--- config.mk ---
export PLATFORM = sky130hd
export DESIGN_NAME = stepper_accel_ramp_generator_top
export DESIGN_NICKNAME = d
export VERILOG_FILES = /design/src/rtl/sarg_pkg.sv /design/src/rtl/stepper_accel_ramp_generator_top.sv /design/src/rtl/sarg_divider.sv /design/src/rtl/sarg_datapath.sv /design/src/rtl/sarg_ctrl.sv
export SDC_FILE = /design/constraint.sdc
export NUM_CORES = 2
export LEC_CHECK = 0
export ABC_AREA = 0
export BUFFER_PORTS_ARGS = -buffer_cell sky130_fd_sc_hd__buf_2
export CAP_MARGIN = 20
export CORE_ASPECT_RATIO = 1.5
export CORE_MARGIN = 4
export CORE_UTILIZATION = 55
export DETAILED_ROUTE_END_ITERATION = 8
export PLACE_DENSITY_LB_ADDON = 0.15
export SYNTH_ARGS = -nofsm -noshare
export SYNTH_HDL_FRONTEND = slang
export SYNTH_SLANG_ARGS = --single-unit
--- constraint.sdc ---
create_clock -name clk -period 13.4 [get_ports clk]
set_clock_uncertainty 0.2 [all_clocks]
set_input_delay 2.68 -clock clk [delete_from_list [all_inputs] [get_ports clk]]
set_output_delay 2.68 -clock clk [all_outputs]
set_load 0.005 [all_outputs]
--- src/rtl/sarg_pkg.sv ---
`timescale 1ns / 1ps
`default_nettype none
package sarg_pkg;
	localparam int FracBitsDefault = 8;
	localparam int PosWidthDefault = 32;
	localparam int CfgWidth = 24;
	localparam int StepWidth = 32;

	typedef enum logic [2:0] {
		ACT_TICK = 3'd0,
		ACT_MOVE = 3'd1,
		ACT_SETPOS = 3'd2,
		ACT_STOP = 3'd3,
		ACT_HALT = 3'd4
	} action_t;

	localparam logic [1:0] REG_FIRST = 2'd0;
	localparam logic [1:0] REG_MIN = 2'd1;
	localparam logic [1:0] REG_AUTO = 2'd2;

	typedef enum logic [3:0] {
		OP_NONE = 4'd0,
		OP_TICK = 4'd1,
		OP_SETPOS = 4'd2,
		OP_HALT = 4'd3,
		OP_SS_START = 4'd4,
		OP_MOVE_CHECK = 4'd5,
		OP_STOP_TGT = 4'd6,
		OP_DECIDE = 4'd7,
		OP_Q_START = 4'd8,
		OP_APPLY = 4'd9,
		OP_RESULT = 4'd10,
		OP_WAIT = 4'd11
	} op_t;

	typedef struct packed {
		op_t op;
	} dp_cmd_t;

	typedef struct packed {
		logic div_done;
		logic stepped;
		logic need_ramp;
		logic iv_zero;
	} dp_sts_t;
endpackage
`default_nettype wire

--- src/rtl/stepper_accel_ramp_generator_top.sv ---
`timescale 1ns / 1ps
// A tick without a step or a simple command needs no division. A step, or a move that
// changes the target, runs the serial divider for steps-to-stop and, when a ramp quotient
// is needed, again for the ramp quotient; a decelerating stop adds one more division.
// One item is handled at a time; the next item is taken as the result transfer completes.
// Reset (arst_n low, asynchronous) clears position, target, ramp and registers to defaults.
`default_nettype none
module stepper_accel_ramp_generator_top #(
	parameter int FRAC_BITS = sarg_pkg::FracBitsDefault,
	parameter int POS_WIDTH = sarg_pkg::PosWidthDefault
) (
	input wire logic clk,
	input wire logic arst_n,
	input wire logic in_valid,
	output logic in_stall,
	input wire logic [2:0] action,
	input wire logic signed [31:0] target_position,
	output logic out_valid,
	input wire logic out_stall,
	output logic step_pulse,
	output logic direction,
	output logic signed [31:0] position,
	output logic ready_res,
	output logic outputs_enabled,
	output logic moving,
	input wire logic cfg_valid,
	output logic cfg_ready,
	input wire logic [1:0] cfg_index,
	input wire logic [23:0] cfg_data
);
	import sarg_pkg::*;
	dp_cmd_t cmd;
	dp_sts_t sts;

	assign cfg_ready = 1'b1;

	sarg_ctrl u_ctrl (
		.clk(clk), .arst_n(arst_n), .in_valid(in_valid), .in_stall(in_stall),
		.in_action(action), .out_valid(out_valid), .out_stall(out_stall),
		.cmd(cmd), .sts(sts)
	);

	sarg_datapath #(.FRAC_BITS(FRAC_BITS), .POS_WIDTH(POS_WIDTH)) u_dp (
		.clk(clk), .arst_n(arst_n), .cmd(cmd), .sts(sts),
		.cfg_valid(cfg_valid), .cfg_index(cfg_index), .cfg_data(cfg_data),
		.in_target(target_position),
		.step_pulse(step_pulse), .direction(direction), .position(position),
		.ready_res(ready_res), .outputs_enabled(outputs_enabled), .moving(moving)
	);
endmodule
`default_nettype wire

--- src/rtl/sarg_divider.sv ---
`timescale 1ns / 1ps
`default_nettype none
module sarg_divider #(
	parameter int W = 64
) (
	input wire logic clk,
	input wire logic arst_n,
	input wire logic start,
	input wire logic [W-1:0] dividend,
	input wire logic [W-1:0] divisor,
	output logic busy,
	output logic done,
	output logic [W-1:0] quotient
);
	localparam int CW = $clog2(W + 1);
	logic [W-1:0] rem_q, quo_q, den_q;
	logic [CW-1:0] cnt_q;
	logic [W:0] trial;
	logic [W:0] shifted;

	assign shifted = {rem_q, quo_q[W-1]};
	assign trial = shifted - {1'b0, den_q};
	assign quotient = quo_q;

	always_ff @(posedge clk or negedge arst_n) begin
		if (!arst_n) begin
			busy <= 1'b0;
			done <= 1'b0;
			cnt_q <= '0;
		end else begin
			done <= 1'b0;
			if (start) begin
				busy <= 1'b1;
				cnt_q <= CW'(W);
			end else if (busy) begin
				cnt_q <= cnt_q - 1'b1;
				if (cnt_q == CW'(1)) begin
					busy <= 1'b0;
					done <= 1'b1;
				end
			end
		end
	end

	always_ff @(posedge clk) begin
		if (start) begin
			rem_q <= '0;
			quo_q <= dividend;
			den_q <= divisor;
		end else if (busy) begin
			if (!trial[W]) begin
				rem_q <= trial[W-1:0];
				quo_q <= {quo_q[W-2:0], 1'b1};
			end else begin
				rem_q <= shifted[W-1:0];
				quo_q <= {quo_q[W-2:0], 1'b0};
			end
		end
	end
endmodule
`default_nettype wire

--- src/rtl/sarg_datapath.sv ---
`timescale 1ns / 1ps
`default_nettype none
module sarg_datapath #(
	parameter int FRAC_BITS = sarg_pkg::FracBitsDefault,
	parameter int POS_WIDTH = sarg_pkg::PosWidthDefault
) (
	input wire logic clk,
	input wire logic arst_n,
	input wire sarg_pkg::dp_cmd_t cmd,
	output sarg_pkg::dp_sts_t sts,
	input wire logic cfg_valid,
	input wire logic [1:0] cfg_index,
	input wire logic [23:0] cfg_data,
	input wire logic [31:0] in_target,
	output logic step_pulse,
	output logic direction,
	output logic [31:0] position,
	output logic ready_res,
	output logic outputs_enabled,
	output logic moving
);
	import sarg_pkg::*;
	localparam int IVW = 24 + FRAC_BITS;
	localparam int DW = 64;
	localparam logic [IVW-1:0] IV_MAX = {IVW{1'b1}};
	localparam logic signed [StepWidth-1:0] STEP_CAP = {1'b0, {(StepWidth-1){1'b1}}};

	logic [23:0] first_q, min_q;
	logic auto_q;
	logic signed [POS_WIDTH-1:0] cur_q, tgt_q, mv_q;
	logic signed [StepWidth-1:0] n_q;
	logic [IVW-1:0] iv_q;
	logic [23:0] act_q;
	logic [31:0] el_q;
	logic dir_q, dis_q, rdy_q, stp_q;
	logic signed [POS_WIDTH-1:0] pos_in_q;
	logic signed [StepWidth+2:0] den_q;
	logic mv_stop_q;

	logic div_start, div_busy, div_done;
	logic [DW-1:0] div_a, div_b, div_q;
	logic signed [POS_WIDTH:0] gap;
	logic signed [POS_WIDTH+1:0] ext_steps;
	logic [DW-1:0] rq_sq;
	logic [16:0] t17;
	logic [33:0] tt;
	logic signed [StepWidth:0] ss;
	logic [IVW+1:0] cn_sum;
	logic [IVW+1:0] cmin;
	logic signed [StepWidth-1:0] n_new;
	logic [POS_WIDTH-1:0] stop_d;

	sarg_divider #(.W(DW)) u_div (
		.clk(clk), .arst_n(arst_n), .start(div_start), .dividend(div_a),
		.divisor(div_b), .busy(div_busy), .done(div_done), .quotient(div_q)
	);

	assign rq_sq = div_q[31:0] * div_q[31:0];
	assign t17 = div_q[32:16];
	assign tt = t17 * t17;

	always_comb begin
		if (iv_q == '0) ss = '0;
		else if (div_q[DW-1:32] == '0) ss = (StepWidth+1)'(rq_sq >> 34);
		else if (div_q[DW-1:33] != '0) ss = (StepWidth+1)'(STEP_CAP);
		else if ((tt >> 2) > 34'(STEP_CAP)) ss = (StepWidth+1)'(STEP_CAP);
		else ss = (StepWidth+1)'(tt >> 2);
	end

	assign gap = (POS_WIDTH+1)'(tgt_q) - (POS_WIDTH+1)'(cur_q);
	assign ext_steps = (POS_WIDTH+2)'(ss);
	assign cmin = (IVW+2)'((min_q == '0) ? 24'd1 : min_q) << FRAC_BITS;
	assign stop_d = POS_WIDTH'(ss) + POS_WIDTH'(1);

	always_comb begin
		div_start = 1'b0;
		div_a = DW'(first_q) << (FRAC_BITS + 16);
		div_b = DW'(iv_q);
		if (cmd.op == OP_SS_START) div_start = 1'b1;
		if (cmd.op == OP_Q_START) begin
			div_start = 1'b1;
			div_a = DW'(iv_q) << 1;
			div_b = DW'(den_q[StepWidth+2] ? -den_q : den_q);
		end
	end

	always_comb begin
		n_new = n_q;
		if (gap > 0) begin
			if (n_q > 0) begin
				if (ext_steps >= (POS_WIDTH+2)'(gap) || !dir_q) n_new = StepWidth'(-ss);
			end else if (n_q < 0) begin
				if (ext_steps < (POS_WIDTH+2)'(gap) && dir_q) n_new = -n_q;
			end
		end else if (gap < 0) begin
			if (n_q > 0) begin
				if (ext_steps >= -(POS_WIDTH+2)'(gap) || dir_q)
					n_new = StepWidth'(-ss);
			end else if (n_q < 0) begin
				if (ext_steps < -(POS_WIDTH+2)'(gap) && !dir_q) n_new = -n_q;
			end
		end
	end

	always_comb begin
		if (den_q[StepWidth+2]) cn_sum = (IVW+2)'(iv_q) + (IVW+2)'(div_q);
		else if (div_q > DW'(iv_q)) cn_sum = '0;
		else cn_sum = (IVW+2)'(iv_q) - (IVW+2)'(div_q);
		if (cn_sum < cmin) cn_sum = cmin;
		if (cn_sum > (IVW+2)'(IV_MAX)) cn_sum = (IVW+2)'(IV_MAX);
	end

	assign sts.div_done = div_done;
	assign sts.stepped = stp_q;
	assign sts.iv_zero = (iv_q == '0);
	assign sts.need_ramp = mv_stop_q;

	always_ff @(posedge clk or negedge arst_n) begin
		if (!arst_n) begin
			first_q <= '0; min_q <= 24'd1; auto_q <= 1'b0;
			cur_q <= '0; tgt_q <= '0; n_q <= '0; iv_q <= '0; act_q <= '0;
			el_q <= '0; dir_q <= 1'b0; dis_q <= 1'b0; rdy_q <= 1'b0; stp_q <= 1'b0;
			pos_in_q <= '0; den_q <= '0;
			mv_q <= '0; mv_stop_q <= 1'b0;
			step_pulse <= 1'b0; direction <= 1'b0; position <= '0; ready_res <= 1'b0;
			outputs_enabled <= 1'b1; moving <= 1'b0;
		end else begin
			if (cfg_valid) begin
				case (cfg_index)
					REG_FIRST: first_q <= cfg_data;
					REG_MIN: min_q <= cfg_data;
					REG_AUTO: auto_q <= cfg_data[0];
					default: ;
				endcase
			end
			case (cmd.op)
				OP_NONE: begin
					pos_in_q <= POS_WIDTH'(signed'(in_target));
					rdy_q <= 1'b0;
					stp_q <= 1'b0;
					mv_stop_q <= 1'b0;
				end
				OP_TICK: begin
					if (el_q != '1 && !(act_q != '0 && (el_q + 1) >= 32'(act_q)))
						el_q <= el_q + 1;
					if (act_q != '0 && ((el_q == '1) || (el_q + 1) >= 32'(act_q))) begin
						cur_q <= dir_q ? cur_q + 1'b1 : cur_q - 1'b1;
						el_q <= '0;
						stp_q <= 1'b1;
					end
				end
				OP_SETPOS: begin
					tgt_q <= pos_in_q; cur_q <= pos_in_q; n_q <= '0;
					iv_q <= '0; act_q <= '0;
				end
				OP_HALT: begin
					tgt_q <= cur_q; act_q <= '0; iv_q <= '0; el_q <= '1; n_q <= '0;
					rdy_q <= 1'b1;
					if (auto_q) dis_q <= 1'b1;
				end
				OP_SS_START: ;
				OP_STOP_TGT: begin
					mv_q <= dir_q ? cur_q + signed'(stop_d) : cur_q - signed'(stop_d);
				end
				OP_MOVE_CHECK: begin
					if (tgt_q == mv_q) begin
						if (tgt_q == cur_q) begin
							rdy_q <= 1'b1;
							if (auto_q) dis_q <= 1'b1;
						end
					end else begin
						if (auto_q) dis_q <= 1'b0;
						tgt_q <= mv_q;
						mv_stop_q <= 1'b1;
					end
				end
				OP_DECIDE: begin
					if (gap == 0 && ss <= 1) begin
						iv_q <= '0; act_q <= '0; n_q <= '0; rdy_q <= 1'b1;
						if (auto_q) dis_q <= 1'b1;
						mv_stop_q <= 1'b0;
					end else if (n_new == 0) begin
						iv_q <= IVW'(first_q) << FRAC_BITS;
						act_q <= first_q;
						dir_q <= (gap > 0);
						n_q <= 1;
						mv_stop_q <= 1'b0;
					end else begin
						n_q <= n_new;
						mv_stop_q <= 1'b1;
					end
				end
				OP_Q_START: ;
				OP_APPLY: begin
					iv_q <= cn_sum[IVW-1:0];
					act_q <= cn_sum[IVW-1:FRAC_BITS];
					if (n_q < STEP_CAP) n_q <= n_q + 1;
				end
				OP_RESULT: begin
					step_pulse <= stp_q; direction <= dir_q;
					position <= 32'(cur_q); ready_res <= rdy_q;
					outputs_enabled <= !dis_q; moving <= (act_q != '0);
				end
				default: ;
			endcase
			if (cmd.op == OP_DECIDE) den_q <= 4 * (StepWidth+3)'(n_new) + 1;
			if (cmd.op == OP_NONE) mv_q <= POS_WIDTH'(signed'(in_target));
		end
	end

	assert property (@(posedge clk) disable iff (!arst_n) div_start |-> !div_busy)
		else $error("division started while busy");
	assert property (@(posedge clk) disable iff (!arst_n) div_done |-> !div_busy)
		else $error("division done while busy");
	assert property (@(posedge clk) disable iff (!arst_n) cmd.op == OP_APPLY |-> div_done)
		else $error("ramp applied without a quotient");
endmodule
`default_nettype wire

--- src/rtl/sarg_ctrl.sv ---
`timescale 1ns / 1ps
`default_nettype none
module sarg_ctrl (
	input wire logic clk,
	input wire logic arst_n,
	input wire logic in_valid,
	output logic in_stall,
	input wire logic [2:0] in_action,
	output logic out_valid,
	input wire logic out_stall,
	output sarg_pkg::dp_cmd_t cmd,
	input wire sarg_pkg::dp_sts_t sts
);
	import sarg_pkg::*;
	typedef enum logic [9:0] {
		S_IDLE = 10'b0000000001,
		S_DISP = 10'b0000000010,
		S_STEP = 10'b0000000100,
		S_SS = 10'b0000001000,
		S_SSW = 10'b0000010000,
		S_QW = 10'b0000100000,
		S_OUT = 10'b0001000000,
		S_HOLD = 10'b0010000000,
		S_MOVE = 10'b0100000000,
		S_QS = 10'b1000000000
	} state_t;
	state_t state_q;
	logic [2:0] act_q;
	logic stop_q;

	assign in_stall = (state_q != S_IDLE) && !(state_q == S_HOLD && !out_stall);

	always_comb begin
		cmd.op = OP_WAIT;
		case (state_q)
			S_IDLE, S_HOLD: cmd.op = OP_NONE;
			S_DISP: begin
				case (act_q)
					ACT_TICK: cmd.op = OP_TICK;
					ACT_SETPOS: cmd.op = OP_SETPOS;
					ACT_HALT: cmd.op = OP_HALT;
					ACT_MOVE: cmd.op = OP_MOVE_CHECK;
					ACT_STOP: cmd.op = sts.iv_zero ? OP_RESULT : OP_SS_START;
					default: cmd.op = OP_RESULT;
				endcase
			end
			S_STEP: cmd.op = sts.stepped ? OP_SS_START : OP_RESULT;
			S_MOVE: cmd.op = sts.need_ramp ? OP_SS_START : OP_RESULT;
			S_SS: cmd.op = OP_MOVE_CHECK;
			S_SSW: if (sts.div_done) cmd.op = stop_q ? OP_STOP_TGT : OP_DECIDE;
			S_QS: cmd.op = sts.need_ramp ? OP_Q_START : OP_RESULT;
			S_QW: if (sts.div_done) cmd.op = OP_APPLY;
			S_OUT: cmd.op = OP_RESULT;
			default: cmd.op = OP_WAIT;
		endcase
	end

	always_ff @(posedge clk or negedge arst_n) begin
		if (!arst_n) begin
			state_q <= S_IDLE; act_q <= '0; stop_q <= 1'b0; out_valid <= 1'b0;
		end else begin
			if (out_valid && !out_stall) out_valid <= 1'b0;
			case (state_q)
				S_IDLE, S_HOLD: begin
					if (state_q == S_HOLD && out_stall) state_q <= S_HOLD;
					else if (in_valid) begin
						act_q <= in_action; state_q <= S_DISP;
					end else state_q <= S_IDLE;
				end
				S_DISP: begin
					stop_q <= (act_q == ACT_STOP);
					case (act_q)
						ACT_TICK: state_q <= S_STEP;
						ACT_SETPOS, ACT_HALT: state_q <= S_OUT;
						ACT_MOVE: state_q <= S_MOVE;
						ACT_STOP: state_q <= sts.iv_zero ? S_HOLD : S_SSW;
						default: state_q <= S_HOLD;
					endcase
					if (act_q != ACT_TICK && act_q != ACT_MOVE && act_q != ACT_SETPOS
						&& act_q != ACT_HALT && !(act_q == ACT_STOP && !sts.iv_zero))
						out_valid <= 1'b1;
				end
				S_STEP: begin
					stop_q <= 1'b0;
					if (sts.stepped) state_q <= S_SSW;
					else begin state_q <= S_HOLD; out_valid <= 1'b1; end
				end
				S_MOVE: begin
					stop_q <= 1'b0;
					if (sts.need_ramp) state_q <= S_SSW;
					else begin state_q <= S_HOLD; out_valid <= 1'b1; end
				end
				S_SSW: if (sts.div_done) begin
					if (stop_q) begin stop_q <= 1'b0; state_q <= S_SS; end
					else state_q <= S_QS;
				end
				S_SS: state_q <= S_MOVE;
				S_QS: begin
					if (sts.need_ramp) state_q <= S_QW;
					else begin state_q <= S_HOLD; out_valid <= 1'b1; end
				end
				S_QW: if (sts.div_done) state_q <= S_OUT;
				S_OUT: begin state_q <= S_HOLD; out_valid <= 1'b1; end
				default: state_q <= S_IDLE;
			endcase
		end
	end

	assert property (@(posedge clk) disable iff (!arst_n) out_valid && out_stall |=> out_valid)
		else $error("result dropped while stalled");
	assert property (@(posedge clk) disable iff (!arst_n) state_q == S_DISP |-> in_stall)
		else $error("input taken while busy");
	assert property (@(posedge clk) disable iff (!arst_n) $rose(out_valid) |-> state_q == S_HOLD)
		else $error("result raised outside hold");
endmodule
`default_nettype wire

==> metrics.md <==
| Metric | Value |
|---|---|
| Outcome | complete, no violations |
| Yosys warnings | 0 |
| Crit-path most repeated cell | fa_1 |
| Slew margin rel. | 13.90% |
| Worst reg-to-reg path cell count | 45 |
| Nets | 12000 |
| Cells on Worst Hold Path | 2 |
| CTS max path bufs | 3 |
| Final core utilization | 61.13% |
| Total grt overflow | 0 |
| First-pass GRT wire length | 475400 microns |
| DRT antenna net count | 0 |
| CP arrival | 13.52 ns |
| CP max FO | 8 |
| DRT Wirelength | 318000 microns |
| HP Class | reg -> reg |
| I/O Buffers | 104 |
| Vias in the first global route | 78290 |
| P&R area growth vs syn | 10.66% |
| FF+latch count, synth | 564 |
| Mapped Cells | 9841 |
| CTS Root Cell | clkbuf_16 |
| DR pass1 iterations | 6 |
| Most common cell after layout, fill and taps aside | inv_1 |
| CTS sink cnt | 564 |
| Largest net degree at the start of global routing | 140 |
| Startpoint type of the worst setup path | flop |
| DRC errors left | 0 |
| Worst-path clk slew | 0.07 ns |
| Commonest cells after routing, fill and taps aside | inv_1 (1575), nand2_1 (1004), fa_1 (1000), ha_1 (757), nor2_1 (697) |
| Critical path required time | 13.83 ns |
| Ports | 106 |
| DP HPWL | 258900 microns |
| Avg Cell Area, Syn | 8.493 sq um |
| Post-synth EDFFs | 128 |
| GR Util All Layers | 39.76% |
| Crit-path max cell delay | 0.63 ns |
| Max Cap Viol | 0 |
| Clk_lat worst skew | 0.75 ns |
| DR WL/cell | 25.92 microns |
| Tmin final | 13.09 ns |
| Vias/cell | 6.117 |
| Hold Vio Cnt, Final | 0 |
| Share of cells above drive strength 1 | 10.83% |
| Chip Width | 326.3 microns |
| Post-synth ARST share | 65.96% |
| Via count | 75050 |
| Crit share post-route | 97.70% |
| Post-Syn Area | 83580 sq um |
| Worst Setup Path Type | reg -> reg |
| Ys flop type | dfrtp_1 |
| Initial Utilization | 55.24% |
| GPL Wtd Cong | 1.048 |
| Initial antenna violation count | 11 |
| Fmax | 76.39 MHz |
| Slew @ Worst Pin | 1.282 ns |
| CP Capture Type | flop |
| Unique masters post-synth | 120 |
| Register area share after synthesis | 17.27% |
| Core region area | 151300 sq um |
| Die height | 485.4 microns |
| Die Area | 158400 sq um |
| Row cnt | 175 |
| Critical-path top delay cell | or4_4 |
| Hold_buf cts | 0 |
| Setup-failing EPs final | 0 |
| Max-slew violations | 0 |
| TritonCTS buffer count | 58 |
| CTS tree | yes |
| First DRT Iteration DRCs | 5619 |
| CTS H-tree lvls | 2 |
==> per-layer routing <==
metal  vias up  track usage, %  wire length (microns)
li1      33540               -                      -
met5         -               0                     33
met4         4           34.80                  35240
met2      3372           69.60                 156500
met1     36790           41.37                 105700
met3      1346           6.189                  20590
==> Yosys cell counts, drive strengths merged, types with 54 or more instances <==
cell / count / share of area, %
inv: 1593 / 7.2
nand2: 1010 / 4.5
fa: 1000 / 24
ha: 758 / 11
nor2: 724 / 3.3
a21oi: 593 / 3.6
o21ai: 540 / 3.2
dfrtp: 369 / 11
clkbuf: 356 / 1.6
xnor2: 302 / 3.2
nand3: 188 / 1.1
a21o: 179 / 1.6
nor3: 168 / 1.0
xor2: 159 / 1.7
edfxtp: 128 / 4.6
nand4: 112 / 0.87
and3: 107 / 0.80
mux2: 97 / 1.3
nor4: 93 / 0.75
a31oi: 90 / 0.68
buf: 77 / 0.41
a211oi: 67 / 0.61
dfxtp: 64 / 1.5
nand2b: 64 / 0.48
nor2b: 63 / 0.47
o22ai: 55 / 0.44
mux2i: 54 / 0.65
o211ai: 54 / 0.49
o21a: 54 / 0.49
or3: 54 / 0.41
==> area by class of cell <==
class / count / area [sq um]
fillers: 13640 / 58810
flip-flops and latches: 564 / 14440
well taps: 2035 / 2546
diodes: 6 / 15.01
repair buffers: 678 / 5308
inverters: 1611 / 6070
clock inverters: 30 / 364.1
clock buffers: 80 / 1655
multi-input cells: 7264 / 62090
==> cells by family (layout without fill, tap and decap cells) <==
kind of cell               after synthesis  in the layout  share of synthesized area (%)
adders and majority gates             1758           1758                          35.30
other                                    2             39                       0.008985
buffers and inverters                 2044           2399                          9.254
xor gates and xnor gates               461            461                          4.840
muxes                                  151            151                          1.954
AOI/OAI and AO/OA                     2104           2104                          16.09
DFF                                    564            564                          17.27
and+or+nand+nor                       2757           2757                          15.29
==> state kept, by name, indices dropped and copies added, names as in the netlist, 33 cells and up <==
| name | flops |
|---|---|
| u_dp.den_q | 33 |
| u_dp.u_div.den_q | 64 |
| u_dp.u_div.quotient | 64 |
| u_dp.u_div.rem_q | 64 |
==> critical path, delay by kind of cell, from the launching register on <==
kind	cells	cell delay [ns]
multiplexers	1	0.19
AND/OR/NAND/NOR	9	2.43
buffers and inverters	11	1.69
flip-flops	1	0.44
AO/OA/AOI/OAI	14	3.51
adder cells (fa/ha/maj)	10	4.51
==> worst paths after layout <==
| check | start | to | slack, ns |
|---|---|---|---|
| hold reg to reg | u_dp.u_div.rem_q[60]$_SDFFE_PN0P_ | u_dp.u_div.rem_q[60]$_SDFFE_PN0P_ | 0.27 |
| min in group asynchronous | arst_n | u_dp.u_div.cnt_q[3]$_DFFE_PN0P_ | 1.79 |
| setup reg to reg | u_dp.u_div.quotient[14]$_DFFE_PP_ | u_dp.act_q[16]$_DFFE_PN0P_ | 0.31 |
| max in group asynchronous | arst_n | u_dp.cur_q[4]$_DFFE_PN0P_ | 9.07 |
| setup / recovery | u_dp.u_div.quotient[14]$_DFFE_PP_ | u_dp.act_q[16]$_DFFE_PN0P_ | 0.31 |
| hold / removal | u_dp.u_div.rem_q[60]$_SDFFE_PN0P_ | u_dp.u_div.rem_q[60]$_SDFFE_PN0P_ | 0.27 |
==> through the flow <==
stage                     setup TNS, ns  instances  hold WS (ns)  worst slack (ns)  area [sq um]
after floorplan                       0       9872        0.1834            0.8995         83700
after global placement          -0.5196      12130        0.2539           -0.1591         89700
after detailed placement         -3.108      12130        0.2598           -0.3450         89710
after CTS                             0      12240        0.2701          0.001978         91760
after global routing             -1.142      12260        0.2948          -0.09001         92480
final                                 0      12270        0.2680            0.3087         92490
==> repair_timing <==
| action | in CTS | in global routing |
|---|---|---|
| buffers inserted | 1 | 18 |
| cloned | 0 | 3 |
| endpoints found under the hold margin | 0 | 0 |
| pin swaps | 0 | 19 |
| gates resized for setup | 9 | 126 |
| setup endpoints to repair | 41 | 48 |
Power is left out: the tool's default activity adds up to more than one toggle a clock period on the data nets, which glitch-free logic cannot reach.
